File: config.mk
export PLATFORM = sky130hd
export DESIGN_NAME = adc_average_voltmeter_display
export DESIGN_NICKNAME = d
export VERILOG_FILES = /design/src/rtl/core/avm_pkg.sv /design/src/rtl/core/avm_queue.sv /design/src/rtl/core/avm_divider.sv /design/src/rtl/core/avm_back.sv /design/src/rtl/core/adc_average_voltmeter_display.sv
export SDC_FILE = /design/constraint.sdc
export NUM_CORES = 1
export LEC_CHECK = 0
export BUFFER_PORTS_ARGS = -buffer_cell sky130_fd_sc_hd__buf_2
export CAP_MARGIN = 20
export CORE_MARGIN = 3
export CORE_UTILIZATION = 40
export DETAILED_ROUTE_END_ITERATION = 10
export PLACE_DENSITY = 0.62
export SYNTH_ARGS = -nofsm -noshare
export SYNTH_HDL_FRONTEND = slang
export SYNTH_SLANG_ARGS = --single-unit
File: constraint.sdc
create_clock -name clk -period 14.85 [get_ports clk]
set_input_delay 0 -clock clk [delete_from_list [all_inputs] [get_ports clk]]
set_output_delay 0 -clock clk [all_outputs]
set_load 0.1 [all_outputs]
File: src/rtl/core/avm_pkg.sv
package avm_pkg;

  localparam int SAMPLE_W          = 10;
  localparam int SUM_W             = 14;
  localparam int CNT_W             = 5;
  localparam int SEG_W             = 7;
  localparam int BCD_W             = 8;
  localparam int SCALED_W          = 6;
  localparam int SCALE_TENTHS      = 33;
  localparam int MAX_SAMPLES       = 16;
  localparam int NUM_SAMPLES_RESET = 8;
  localparam int QUEUE_DEPTH       = 2;

  localparam logic OP_SAMPLE = 1'b0;
  localparam logic OP_TICK   = 1'b1;

  typedef struct packed {
    logic                op;
    logic [SAMPLE_W-1:0] sample;
  } avm_in_t;

  typedef struct packed {
    logic [SEG_W-1:0] segments;
    logic             low_digit_on;
    logic             high_digit_on;
  } avm_out_t;

  // Map the programmed count onto 1..16.
  function automatic logic [CNT_W-1:0] effective_samples(input logic [CNT_W-1:0] n);
    logic [CNT_W-1:0] e;
    if (n == '0) begin
      e = CNT_W'(1);
    end else if (n > CNT_W'(MAX_SAMPLES)) begin
      e = CNT_W'(MAX_SAMPLES);
    end else begin
      e = n;
    end
    return e;
  endfunction

  // Split a reading of 0..63 into tens and units nibbles.
  function automatic logic [BCD_W-1:0] to_bcd(input logic [SCALED_W-1:0] v);
    logic [3:0]          tens;
    logic [SCALED_W-1:0] units;
    if (v >= SCALED_W'(60)) begin
      tens  = 4'd6;
      units = v - SCALED_W'(60);
    end else if (v >= SCALED_W'(50)) begin
      tens  = 4'd5;
      units = v - SCALED_W'(50);
    end else if (v >= SCALED_W'(40)) begin
      tens  = 4'd4;
      units = v - SCALED_W'(40);
    end else if (v >= SCALED_W'(30)) begin
      tens  = 4'd3;
      units = v - SCALED_W'(30);
    end else if (v >= SCALED_W'(20)) begin
      tens  = 4'd2;
      units = v - SCALED_W'(20);
    end else if (v >= SCALED_W'(10)) begin
      tens  = 4'd1;
      units = v - SCALED_W'(10);
    end else begin
      tens  = 4'd0;
      units = v;
    end
    return {tens, units[3:0]};
  endfunction

  // Hex digit to segment pattern, bit 0 = segment a.
  function automatic logic [SEG_W-1:0] seg_code(input logic [3:0] d);
    logic [SEG_W-1:0] s;
    case (d)
      4'h0: s = 7'h3F;
      4'h1: s = 7'h06;
      4'h2: s = 7'h5B;
      4'h3: s = 7'h4F;
      4'h4: s = 7'h66;
      4'h5: s = 7'h6D;
      4'h6: s = 7'h7D;
      4'h7: s = 7'h07;
      4'h8: s = 7'h7F;
      4'h9: s = 7'h6F;
      4'hA: s = 7'h77;
      4'hB: s = 7'h7C;
      4'hC: s = 7'h39;
      4'hD: s = 7'h5E;
      4'hE: s = 7'h79;
      4'hF: s = 7'h71;
      default: s = 7'h00;
    endcase
    return s;
  endfunction

endpackage

File: src/rtl/core/avm_queue.sv
module avm_queue (
  input  logic             clk,
  input  logic             rst_n,
  input  logic             push,
  input  avm_pkg::avm_in_t push_data,
  output logic             full,
  input  logic             pop,
  output logic             head_valid,
  output avm_pkg::avm_in_t head_data
);
  import avm_pkg::*;

  localparam int PTR_W = (QUEUE_DEPTH > 1) ? $clog2(QUEUE_DEPTH) : 1;
  localparam int LVL_W = $clog2(QUEUE_DEPTH + 1);

  avm_in_t          entry_r [QUEUE_DEPTH];
  logic [PTR_W-1:0] wr_ptr_r, wr_ptr_nxt;
  logic [PTR_W-1:0] rd_ptr_r, rd_ptr_nxt;
  logic [LVL_W-1:0] level_r, level_nxt;
  logic             do_push, do_pop;

  assign full       = (level_r == LVL_W'(QUEUE_DEPTH));
  assign head_valid = (level_r != '0);
  assign head_data  = entry_r[rd_ptr_r];
  assign do_push    = push && !full;
  assign do_pop     = pop && head_valid;

  always_comb begin
    wr_ptr_nxt = wr_ptr_r;
    rd_ptr_nxt = rd_ptr_r;
    level_nxt  = level_r;
    if (do_push) begin
      wr_ptr_nxt = (wr_ptr_r == PTR_W'(QUEUE_DEPTH - 1)) ? '0 : wr_ptr_r + PTR_W'(1);
    end
    if (do_pop) begin
      rd_ptr_nxt = (rd_ptr_r == PTR_W'(QUEUE_DEPTH - 1)) ? '0 : rd_ptr_r + PTR_W'(1);
    end
    if (do_push && !do_pop) begin
      level_nxt = level_r + LVL_W'(1);
    end else if (do_pop && !do_push) begin
      level_nxt = level_r - LVL_W'(1);
    end
  end

  always_ff @(posedge clk) begin
    if (!rst_n) begin
      wr_ptr_r <= '0;
      rd_ptr_r <= '0;
      level_r  <= '0;
    end else begin
      wr_ptr_r <= wr_ptr_nxt;
      rd_ptr_r <= rd_ptr_nxt;
      level_r  <= level_nxt;
    end
  end

  always_ff @(posedge clk) begin
    if (do_push) begin
      entry_r[wr_ptr_r] <= push_data;
    end
  end

endmodule

File: src/rtl/core/avm_divider.sv
module avm_divider #(
  parameter int DIV_W = 16,
  parameter int DVS_W = 10
) (
  input  logic             clk,
  input  logic             rst_n,
  input  logic             start,
  input  logic [DIV_W-1:0] dividend,
  input  logic [DVS_W-1:0] divisor,
  output logic             done,
  output logic [DIV_W-1:0] quotient
);
  import avm_pkg::*;

  localparam int STEP_W = (DIV_W > 1) ? $clog2(DIV_W) : 1;

  logic             busy_r, busy_nxt;
  logic             done_r, done_nxt;
  logic [STEP_W-1:0] step_r, step_nxt;
  logic [DVS_W-1:0] rem_r, rem_nxt;
  logic [DIV_W-1:0] quo_r, quo_nxt;
  logic [DVS_W-1:0] dvs_r, dvs_nxt;
  logic [DVS_W:0]   trial;
  logic [DVS_W:0]   diff;
  logic             fits;

  // One restoring step: shift in the next dividend bit, subtract if it fits.
  assign trial = {rem_r, quo_r[DIV_W-1]};
  assign diff  = trial - {1'b0, dvs_r};
  assign fits  = (trial >= {1'b0, dvs_r});

  always_comb begin
    busy_nxt = busy_r;
    done_nxt = 1'b0;
    step_nxt = step_r;
    rem_nxt  = rem_r;
    quo_nxt  = quo_r;
    dvs_nxt  = dvs_r;
    if (busy_r) begin
      rem_nxt  = fits ? diff[DVS_W-1:0] : trial[DVS_W-1:0];
      quo_nxt  = {quo_r[DIV_W-2:0], fits};
      step_nxt = step_r + STEP_W'(1);
      if (step_r == STEP_W'(DIV_W - 1)) begin
        busy_nxt = 1'b0;
        done_nxt = 1'b1;
      end
    end else if (start) begin
      busy_nxt = 1'b1;
      step_nxt = '0;
      rem_nxt  = '0;
      quo_nxt  = dividend;
      dvs_nxt  = divisor;
    end
  end

  always_ff @(posedge clk) begin
    if (!rst_n) begin
      busy_r <= 1'b0;
      done_r <= 1'b0;
      step_r <= '0;
    end else begin
      busy_r <= busy_nxt;
      done_r <= done_nxt;
      step_r <= step_nxt;
    end
  end

  always_ff @(posedge clk) begin
    rem_r <= rem_nxt;
    quo_r <= quo_nxt;
    dvs_r <= dvs_nxt;
  end

  assign done     = done_r;
  assign quotient = quo_r;

endmodule

File: src/rtl/core/avm_back.sv
module avm_back #(
  parameter int SAMPLE_FULL_SCALE = 1023
) (
  input  logic                      clk,
  input  logic                      rst_n,
  input  logic                      head_valid,
  input  avm_pkg::avm_in_t          head_data,
  output logic                      pop,
  input  logic [avm_pkg::CNT_W-1:0] num_samples,
  output logic                      out_valid,
  input  logic                      out_ready,
  output avm_pkg::avm_out_t         out_data
);
  import avm_pkg::*;

  localparam int FS_W  = $clog2(SAMPLE_FULL_SCALE + 1);
  localparam int NUM_W = $clog2(SAMPLE_FULL_SCALE * SCALE_TENTHS + SAMPLE_FULL_SCALE / 2 + 1);

  // Reciprocal of full scale: floor(x / FS) = (x * RECIP) >> RECIP_SHIFT
  // holds for every x below 2**NUM_W.
  localparam int     FS_LOG      = $clog2(SAMPLE_FULL_SCALE);
  localparam int     RECIP_SHIFT = NUM_W + FS_LOG;
  localparam int     RECIP_W     = NUM_W + 2;
  localparam int     PROD_W      = NUM_W + RECIP_W;
  localparam longint RECIP_FULL  = ((longint'(1) << RECIP_SHIFT) + SAMPLE_FULL_SCALE - 1)
                                   / SAMPLE_FULL_SCALE;
  localparam logic [RECIP_W-1:0] RECIP = RECIP_W'(RECIP_FULL);

  localparam logic [1:0] ST_IDLE  = 2'd0;
  localparam logic [1:0] ST_AVG   = 2'd1;
  localparam logic [1:0] ST_SCALE = 2'd2;

  logic [1:0]       state_r, state_nxt;
  logic [SUM_W-1:0] sum_r, sum_nxt;
  logic [CNT_W-1:0] count_r, count_nxt;
  logic [BCD_W-1:0] bcd_r, bcd_nxt;
  logic             show_high_r, show_high_nxt;
  logic             out_valid_r, out_valid_nxt;
  avm_out_t         out_data_r, out_data_nxt;
  logic [NUM_W-1:0] scaled_num_r, scaled_num_nxt;

  logic [SUM_W-1:0] sum_inc;
  logic [CNT_W-1:0] count_inc;
  logic             reading_done;
  logic             out_free;
  logic             take_sample, take_tick;

  logic                div_start, div_done;
  logic [SUM_W-1:0]    div_dividend, div_quo;
  logic [CNT_W-1:0]    div_divisor;
  logic [FS_W-1:0]     avg_clamp;
  logic [NUM_W-1:0]    num_scaled;
  logic [PROD_W-1:0]   scale_prod;
  logic [SCALED_W-1:0] tenths;
  logic [3:0]          digit;

  assign sum_inc      = sum_r + SUM_W'(head_data.sample);
  assign count_inc    = count_r + CNT_W'(1);
  assign reading_done = (count_inc >= effective_samples(num_samples));
  assign out_free     = !out_valid_r || out_ready;
  assign take_sample  = (state_r == ST_IDLE) && head_valid && (head_data.op == OP_SAMPLE);
  assign take_tick    = (state_r == ST_IDLE) && head_valid && (head_data.op == OP_TICK)
                        && out_free;
  assign pop          = take_sample || take_tick;

  // Saturate the average at full scale, times SCALE_TENTHS, plus FS/2 to round.
  assign avg_clamp  = (NUM_W'(div_quo) > NUM_W'(SAMPLE_FULL_SCALE)) ?
                      FS_W'(SAMPLE_FULL_SCALE) : div_quo[FS_W-1:0];
  assign num_scaled = NUM_W'(avg_clamp) * NUM_W'(SCALE_TENTHS)
                      + NUM_W'(SAMPLE_FULL_SCALE / 2);

  // Divide the registered numerator by full scale.
  assign scale_prod = PROD_W'(scaled_num_r) * PROD_W'(RECIP);
  assign tenths     = scale_prod[RECIP_SHIFT +: SCALED_W];

  assign div_start    = take_sample && reading_done;
  assign div_dividend = sum_inc;
  assign div_divisor  = count_inc;

  avm_divider #(
    .DIV_W (SUM_W),
    .DVS_W (CNT_W)
  ) u_div (
    .clk      (clk),
    .rst_n    (rst_n),
    .start    (div_start),
    .dividend (div_dividend),
    .divisor  (div_divisor),
    .done     (div_done),
    .quotient (div_quo)
  );

  assign digit = show_high_r ? bcd_r[7:4] : bcd_r[3:0];

  always_comb begin
    state_nxt      = state_r;
    sum_nxt        = sum_r;
    count_nxt      = count_r;
    bcd_nxt        = bcd_r;
    show_high_nxt  = show_high_r;
    out_valid_nxt  = out_valid_r && !out_ready;
    out_data_nxt   = out_data_r;
    scaled_num_nxt = scaled_num_r;
    case (state_r)
      ST_IDLE: begin
        if (take_sample) begin
          if (reading_done) begin
            sum_nxt   = '0;
            count_nxt = '0;
            state_nxt = ST_AVG;
          end else begin
            sum_nxt   = sum_inc;
            count_nxt = count_inc;
          end
        end
        if (take_tick) begin
          out_valid_nxt              = 1'b1;
          out_data_nxt.segments      = seg_code(digit);
          out_data_nxt.low_digit_on  = !show_high_r;
          out_data_nxt.high_digit_on = show_high_r;
          show_high_nxt              = !show_high_r;
        end
      end
      ST_AVG: begin
        if (div_done) begin
          scaled_num_nxt = num_scaled;
          state_nxt      = ST_SCALE;
        end
      end
      ST_SCALE: begin
        bcd_nxt   = to_bcd(tenths);
        state_nxt = ST_IDLE;
      end
      default: begin
        state_nxt = ST_IDLE;
      end
    endcase
  end

  always_ff @(posedge clk) begin
    if (!rst_n) begin
      state_r     <= ST_IDLE;
      sum_r       <= '0;
      count_r     <= '0;
      bcd_r       <= '0;
      show_high_r <= 1'b0;
      out_valid_r <= 1'b0;
    end else begin
      state_r     <= state_nxt;
      sum_r       <= sum_nxt;
      count_r     <= count_nxt;
      bcd_r       <= bcd_nxt;
      show_high_r <= show_high_nxt;
      out_valid_r <= out_valid_nxt;
    end
  end

  always_ff @(posedge clk) begin
    out_data_r   <= out_data_nxt;
    scaled_num_r <= scaled_num_nxt;
  end

  assign out_valid = out_valid_r;
  assign out_data  = out_data_r;

  a_count_range: assert property (@(posedge clk) disable iff (!rst_n)
    count_r < CNT_W'(MAX_SAMPLES))
    else $error("sample count passed the largest reading size");

  a_bcd_digits: assert property (@(posedge clk) disable iff (!rst_n)
    (bcd_r[3:0] <= 4'd9) && (bcd_r[7:4] <= 4'd3))
    else $error("stored reading is not a valid 0.0 to 3.3 value");

  a_no_pop_busy: assert property (@(posedge clk) disable iff (!rst_n)
    (state_r != ST_IDLE) |-> !pop)
    else $error("item taken from the queue while a reading is in progress");

  a_done_state: assert property (@(posedge clk) disable iff (!rst_n)
    div_done |-> (state_r == ST_AVG || state_r == ST_SCALE))
    else $error("divider finished with no division pending");

  a_tick_toggles: assert property (@(posedge clk) disable iff (!rst_n)
    take_tick |=> (show_high_r != $past(show_high_r)))
    else $error("digit select did not alternate after a refresh tick");

endmodule

File: src/rtl/core/adc_average_voltmeter_display.sv
// Averaging voltmeter with a two-digit multiplexed seven-segment display.
//
// Input channel (in_valid/in_ready/in_data): each item is either a converter
// sample (op = 0) or a display refresh tick (op = 1). Samples are summed; once
// num_samples of them are in, the average is scaled to tenths of a volt
// (0.0 to 3.3 V) and stored as two BCD digits. Each tick yields one item on
// the output channel (out_valid/out_ready/out_data) with the segment pattern
// of the low digit, then the high digit, alternating. Samples yield nothing.
// Configuration channel (cfg_valid/cfg_data, always ready) sets num_samples;
// write it only while the block is idle.
// A tick's item goes through the queue entry and then the output register
// before it shows on out_valid. A sample that completes a reading holds the
// back end through a serial restoring division of the 14-bit sum by the
// sample count, one quotient bit per cycle; then the rounded numerator is
// registered and scaled by a reciprocal multiply in the ST_SCALE state.
// Reset clears sum, count and reading (display shows 0.0, low digit first)
// and sets num_samples to 8. A stalled receiver fills the output register,
// then the two-entry queue, and then in_ready drops.
module adc_average_voltmeter_display #(
  parameter int SAMPLE_FULL_SCALE = 1023
) (
  input  logic                      clk,
  input  logic                      rst_n,
  input  logic                      in_valid,
  output logic                      in_ready,
  input  avm_pkg::avm_in_t          in_data,
  output logic                      out_valid,
  input  logic                      out_ready,
  output avm_pkg::avm_out_t         out_data,
  input  logic                      cfg_valid,
  output logic                      cfg_ready,
  input  logic [avm_pkg::CNT_W-1:0] cfg_data
);
  import avm_pkg::*;

  logic [CNT_W-1:0] num_samples_r, num_samples_nxt;
  logic             queue_full;
  logic             head_valid;
  avm_in_t          head_data;
  logic             pop;

  // Register writes are always taken.
  assign cfg_ready       = 1'b1;
  assign num_samples_nxt = (cfg_valid && cfg_ready) ? cfg_data : num_samples_r;

  always_ff @(posedge clk) begin
    if (!rst_n) begin
      num_samples_r <= CNT_W'(NUM_SAMPLES_RESET);
    end else begin
      num_samples_r <= num_samples_nxt;
    end
  end

  // Front end: take any item while the queue has room; the back end sorts
  // samples from ticks at the queue head.
  assign in_ready = !queue_full;

  avm_queue u_queue (
    .clk        (clk),
    .rst_n      (rst_n),
    .push       (in_valid),
    .push_data  (in_data),
    .full       (queue_full),
    .pop        (pop),
    .head_valid (head_valid),
    .head_data  (head_data)
  );

  // Back end: accumulate, divide, convert and drive the display.
  avm_back #(
    .SAMPLE_FULL_SCALE (SAMPLE_FULL_SCALE)
  ) u_back (
    .clk         (clk),
    .rst_n       (rst_n),
    .head_valid  (head_valid),
    .head_data   (head_data),
    .pop         (pop),
    .num_samples (num_samples_r),
    .out_valid   (out_valid),
    .out_ready   (out_ready),
    .out_data    (out_data)
  );

endmodule

---- After elaboration in Yosys (flattened, before gate mapping) ----
Memories as Yosys holds them, arrays and structs flattened. A register that Yosys moved wholly into a read port is not among the register bits.
Cells that the tools add are included.
cells by class
  magnitude comparators ................... 10
  multiplexer cells ....................... 43
  equality and inequality tests ........... 7
  $mul .................................... 2
  add/sub/neg operators ................... 15
  bitwise logic cells ..................... 2
  reductions and logical operators ........ 29
operators with widths
  operator                  number
  $mux W4                   14
  $mux W14                  3
  $mul A16 B17 Y32 const B  1
  $mux W5                   6
  $ge A6 B6 Y1 const B      3
  $add A16 B9 Y16 const B   1
  $mul A10 B6 Y16 const B   1
  $sub A4 B4 Y4 const B     4
  $add A14 B10 Y14          1
  $gt A14 B10 Y1 const B    1
  $mux W1                   13
  $ge A6 B5 Y1 const B      2
  $logic_and A1 B1 Y1       10
  $mux W10                  1
  $mux W2                   5
  $reduce_and A2 Y1         5
  $ge A6 B4 Y1 const B      1
  $ge A6 B5 Y1              1
  $logic_not A1 Y1          6
  $reduce_bool A2 Y1        3
  $add A5 B1 Y5 const B     1
  $ge A5 B5 Y1              1
  $gt A5 B5 Y1 const B      1
  $logic_not A5 Y1          1
  17 further kinds          22
word-level totals
  bits in writable memories ............... 22
  bits of input ports ..................... 21
  memories ................................ 2
  register bits after elaboration ......... 88
  ROM bits ................................ 112
  logic and storage cells ................. 129
  output and inout port bits .............. 12
memories
  memory           words  bits a word  read ports  clocked after memory_dff  write ports  RTL line         RTL
  (no name shown)  16     7            1           1                         0            avm_pkg.sv:73    case (d)
  u_queue.entry_r  2      11           1           1                         1            avm_queue.sv:16  avm_in_t entry_r [QUEUE_DEPTH];

---- Depth between registers and ports, before layout ----
  depth in word-level cells ............... 9
  mapped depth ............................ 21
  mapped depth without buffers ............ 21

---- Cells and area by module ----
From an unflattened synthesis, not the netlist that was laid out.
second synthesis, totals
  cells, all modules ...................... 817
  area, all modules ....................... 8,175.3 um2
modules (own cells, without submodules)
  module                         cells an instance  area each (um2)  instances  sequential area each (um2)
  avm_back                       628                5,500.3          1          1,351.3
  avm_divider                    111                1,443.9          1          840.8
  avm_queue                      59                 1,026.0          1          760.7
  adc_average_voltmeter_display  19                 205.2            1          100.1

---- Worst setup path before layout ----
OpenSTA, ideal clock, no wires.
  path kind ............................... register -> register
  start ................................... register u_back.scaled_num_r[15]
  end ..................................... register u_back.bcd_r[3]
  clock period less this slack ............ 4.807 ns
  data arrival time ....................... 4.721 ns
  slack ................................... 10.043 ns
  required time ........................... 14.764 ns
  library setup time ...................... 0.086 ns
  cell stages (with the launch flop) ...... 21
  path buffers ............................ 0
  cell sequence ........................... edfxtp_1 > ha_1 > ha_1 > inv_1 > fa_1 > inv_1 > ha_1 > ha_1 > and4_1 > nand3_1 > or4_4 > a31oi_4 > xnor2_1 > inv_1 > ha_1 > nand2b_1 > mux2i_1 > or2_1 > o2111a_1 > o31a_1 > a211oi_1
on the way
  cells in the longest elaborated chain, start to end .. 8
  elaborated cells between the ends (all ways) .. 19
  classes of those cells .................. 6 x add/sub; 1 x mul; 6 x order compare; 6 x mux
RTL lines
  what                                                  RTL line                      RTL
  from (decl)                                           avm_back.sv:40                logic [NUM_W-1:0] scaled_num_r, scaled_num_nxt;
  from (signal assigned)                                avm_back.sv:160               scaled_num_r <= scaled_num_nxt;
  $mul A16 B17 Y32 (*)                                  avm_back.sv:73                assign scale_prod = PROD_W'(scaled_num_r) * PROD_W'(RECIP);
  $ge A6 B4 Y1 / $sub A4 B4 Y4 (equally long branches)  avm_pkg.sv:60, avm_pkg.sv:62
  $mux W4                                               avm_pkg.sv:60                 end else if (v >= SCALED_W'(10)) begin
  $mux W4                                               avm_pkg.sv:57                 end else if (v >= SCALED_W'(20)) begin
  $mux W4                                               avm_pkg.sv:54                 end else if (v >= SCALED_W'(30)) begin
  $mux W4                                               avm_pkg.sv:51                 end else if (v >= SCALED_W'(40)) begin
  $mux W4                                               avm_pkg.sv:48                 end else if (v >= SCALED_W'(50)) begin
  $mux W4 (*)                                           avm_pkg.sv:45                 if (v >= SCALED_W'(60)) begin
  to (signal assigned)                                  avm_back.sv:152               bcd_r <= bcd_nxt;
  to (decl)                                             avm_back.sv:36                logic [BCD_W-1:0] bcd_r, bcd_nxt;
Mark *: on every way between the ends. The rest lies on a longest branch, timed or not.
A chain may end at the register's enable or synchronous reset.

---- Worst setup path in the final report ----
Same ends and word-level chain as after synthesis.

==> flow_metrics.env <==
export IMPL_p_comb_share_pct=28.8
export IMPL_synthesis_area_mm2=0.00787
export IMPL_synth_flop_cell="edfxtp_1"
export IMPL_dieArea_mm2=0.0214
export IMPL_fin_tns_setup_ps=0
export IMPL_layout_commonest_cell="ha_1"
export IMPL_path_clk_slew_ps=60
export IMPL_synth_area_leaders="edfxtp_1 27%, ha_1 18%, dfxtp_1 12%, a21oi_1 3.4%, nor2_1 3.1%"
export IMPL_synth_compound_area_share_pct=15.0
export IMPL_p_seq_share_pct=36.7
export IMPL_p_int_mw=0.793
export IMPL_synth_mux_area_share_pct=3.78
export IMPL_dr_pass1_iters=4
export IMPL_cts_tree="built"
export IMPL_antenna_cells=0
export IMPL_min_path_type="primary input to flip-flop"
export IMPL_route_vias_total=5782
export IMPL_place_gp_congestion=0.889
export IMPL_worst_pin_slew_ps=974
export IMPL_cp_max_fo=9
export IMPL_dp_worst_setup_slack_ps=9650
export IMPL_synth_cells=787
export IMPL_cp_common_cell="ha_1"
export IMPL_drcViolationCount=0
export IMPL_crit_arrival_ps=5560
export IMPL_drive_gt1_share_pct=11.1
export IMPL_layout_common_cells="116 x ha_1, 71 x edfxtp_1, 66 x nor2_1, 62 x nand2_1, 53 x a21oi_1"
export IMPL_final_setup_worst_slack_ps=9610
export IMPL_cap_violations=0
export IMPL_slew_viol_final=0
export IMPL_synth_top_area_share_pct=27.1
export IMPL_multi_input_area_mm2=0.00453
export IMPL_numCtsBuffers=17
export IMPL_cp_cell_sequence="ha_1 -> ha_1 -> inv_1 -> fa_1 -> inv_1 -> ha_1 -> ha_1 -> and4_1 -> nand3_1 -> or4_4 -> a31oi_4 -> xnor2_1 -> inv_1 -> ha_1 -> nand2_1 -> mux2i_1 -> or2_1 -> o2111a_1 -> o31a_1 -> a211oi_1"
export IMPL_clock_sinks=117
export IMPL_synth_xor_area_share_pct=4.07
export IMPL_grt_use_total_pct=15.2
export IMPL_start_kind="flip-flop"
export IMPL_wirelength_mm=15.5
export IMPL_seq_area_mm2=0.00305
export IMPL_slowest_stage="or4_4"
export IMPL_antenna_left=0
export IMPL_grt_max_degree=40
export IMPL_antenna_found_initial=0
export IMPL_dp_hpwl_mm=11.5
export IMPL_die_w_um=146
export IMPL_placedCellCount=1057
export IMPL_place_area_mm2=0.00828
export IMPL_syn_avg_cell_area_um2=10.0
export IMPL_fill_cells=1810
export IMPL_syn_nets=931
export IMPL_ys_seq_area_share_pct=38.8
export IMPL_final_cell_area_mm2=0.00914
export IMPL_layout_nets=986
export IMPL_synthAdderAreaFrac_pct=20.2
export IMPL_fin_crit_sh_pct=35.3
export IMPL_slew_headroom_pct=33.2
export IMPL_portBuffers=31
export IMPL_max_freq_mhz=191
export IMPL_synth_cell_type_count=78
export IMPL_period_needed_ps=5240
export IMPL_die_h_um=146
export IMPL_p_leak_nw=3.78
export IMPL_insertion_delay_ps=410
export IMPL_fin_util_pct=48.1
export IMPL_status="completed"
export IMPL_crit_path_end_kind="flip-flop"
export IMPL_ir_drop_mv=0.118
export IMPL_ys_warn_count=0
export IMPL_rows=50
export IMPL_synthArstFlopShare_pct=0
export IMPL_skew_ps=8.64
export IMPL_initial_core_util_pct=41.4
export IMPL_yosysTopAreaCell="edfxtp_1"
export IMPL_synth_edff_count=71
export IMPL_ys_ff_latch=117
export IMPL_vias_per_cell=5.19
export IMPL_cts_buffer_depth=2
export IMPL_required_ps=15180
export IMPL_max_stage_delay_ps=570
export IMPL_fp_coreArea_mm2=0.0190
export IMPL_p_sw_share_pct=33.2
export IMPL_hold_viol_final=0
export IMPL_cts_root_buf="clkbuf_16"
export IMPL_synth_top_family_by_area="adder cells"
export IMPL_switching_power_mw=0.394
export IMPL_post_cts_resized=0
export IMPL_htree_levels=4
export IMPL_stdcell_count=1115
export IMPL_area_growth_synth_to_final_pct=16.1
export IMPL_finalSetupViolCount=0
export IMPL_power_density_mw_per_mm2=130
export IMPL_initialDrtViolationCount=224
export IMPL_finalPower_mw=1.19
export IMPL_p_clk_share_pct=34.5
export IMPL_grt_pass1_wl_mm=26.9
export IMPL_hold_slack_ps=299
export IMPL_boundaryPins=33
export IMPL_rsz0062_at_grt="false"
export IMPL_drt_wirelength_per_cell_um=13.9
export IMPL_synth_simple_gate_area_share_pct=14.4
export IMPL_grt_pass1_vias=5750
export IMPL_grt_ovfl_total=0
export IMPL_crit_type="flip-flop to flip-flop"
## synthesized netlist by cell type, types with 3 or more instances
master     count
o211ai_1       3
a21o_1        11
nor2_1        66
or3_1          5
inv_1         52
and3_1         4
nand3b_1       3
o31ai_1        3
a31oi_1        9
xnor2_1       19
nor3_1        18
fa_1           7
and2_1         5
buf_2          3
a21oi_1       53
mux2_2        14
edfxtp_1      71
nand2b_1      16
mux2i_1       14
clkbuf_1      17
o21ai_0       34
o21bai_1       3
nand3_1       17
xor2_1        15
buf_1          3
nand2_1       62
a2bb2oi_1      3
o21a_1        15
dfxtp_1       46
nor2b_1       11
ha_1         116
nand4_1        5
a211oi_1       6
## repair_timing
action,in CTS,in global routing
buffers inserted,0,0
endpoints found under the hold margin,32,0
hold buffers,26,0
## layout make-up
class / instances / area share [%]
multi-input combinational: 594 / 49.6
clock inverter: 15 / 1.88
tap: 260 / 3.56
clock buffer: 17 / 4.65
timing repair buffer: 60 / 4.79
sequential: 117 / 33.4
inverter: 52 / 2.14
## layer usage
metal / global-route usage [%] / part of all wire (%) / vias to the layer above
met4: 5.13 / 1.9 / 0
met3: 3.26 / 3.1 / 26
met5: 0 / 0 / -
met2: 25.0 / 47 / 102
li1: - / - / 2973
met1: 19.8 / 48 / 2681
## power groups by stage
stage / clock network, mW / registers (mW) / logic (mW)
6_report: 0.410 / 0.436 / 0.342
5_1_grt: 0.434 / 0.442 / 0.386
4_1_cts: 0.420 / 0.437 / 0.344
3_5_place_dp: 0 / 0.443 / 0.334
3_3_place_gp: 0 / 0.442 / 0.331
2_1_floorplan: 0 / 0.450 / 0.256
## worst paths after layout
check                           slack, ps  depth (start not counted)                      to                    start
worst min register to register        460                          2         u_back.bcd_r[4]          u_back.bcd_r[4]
worst max register to register       9610                         20         u_back.bcd_r[3]  u_back.scaled_num_r[15]
worst max-delay path                 9610                         20         u_back.bcd_r[3]  u_back.scaled_num_r[15]
worst min-delay path                  300                          2  u_queue.entry_r[1][10]              in_data[10]
## sequential cells by signal, indices dropped and copies added (netlist names), 5 cells and up, named ones only
register / cells
u_back.u_div.quotient: 14
u_back.sum_r: 14
u_back.count_r: 5
u_back.u_div.dvs_r: 5
u_back.out_data: 9
u_back.bcd_r: 7
u_back.scaled_num_r: 16
num_samples_r: 5
u_queue.entry_r: 22
u_back.u_div.rem_r: 5
## critical path, delay by kind of cell (launching register included)
family,cells,cell delay [ps]
flops,1,530
xor+xnor,1,270
compound gates,4,1010
mux,1,100
fa+ha+maj,6,1760
simple gates,5,1190
buf+inv,3,300
## kinds of logic after synthesis
family                   after synthesis
other                                  1
AO/OA/AOI/OAI                        175
XOR/XNOR                              35
AND/OR/NAND/NOR                      232
buffers and inverters                 76
flip-flops                           117
adder cells (fa/ha/maj)              123
multiplexers                          28
Power figures use the tool's default switching activity.
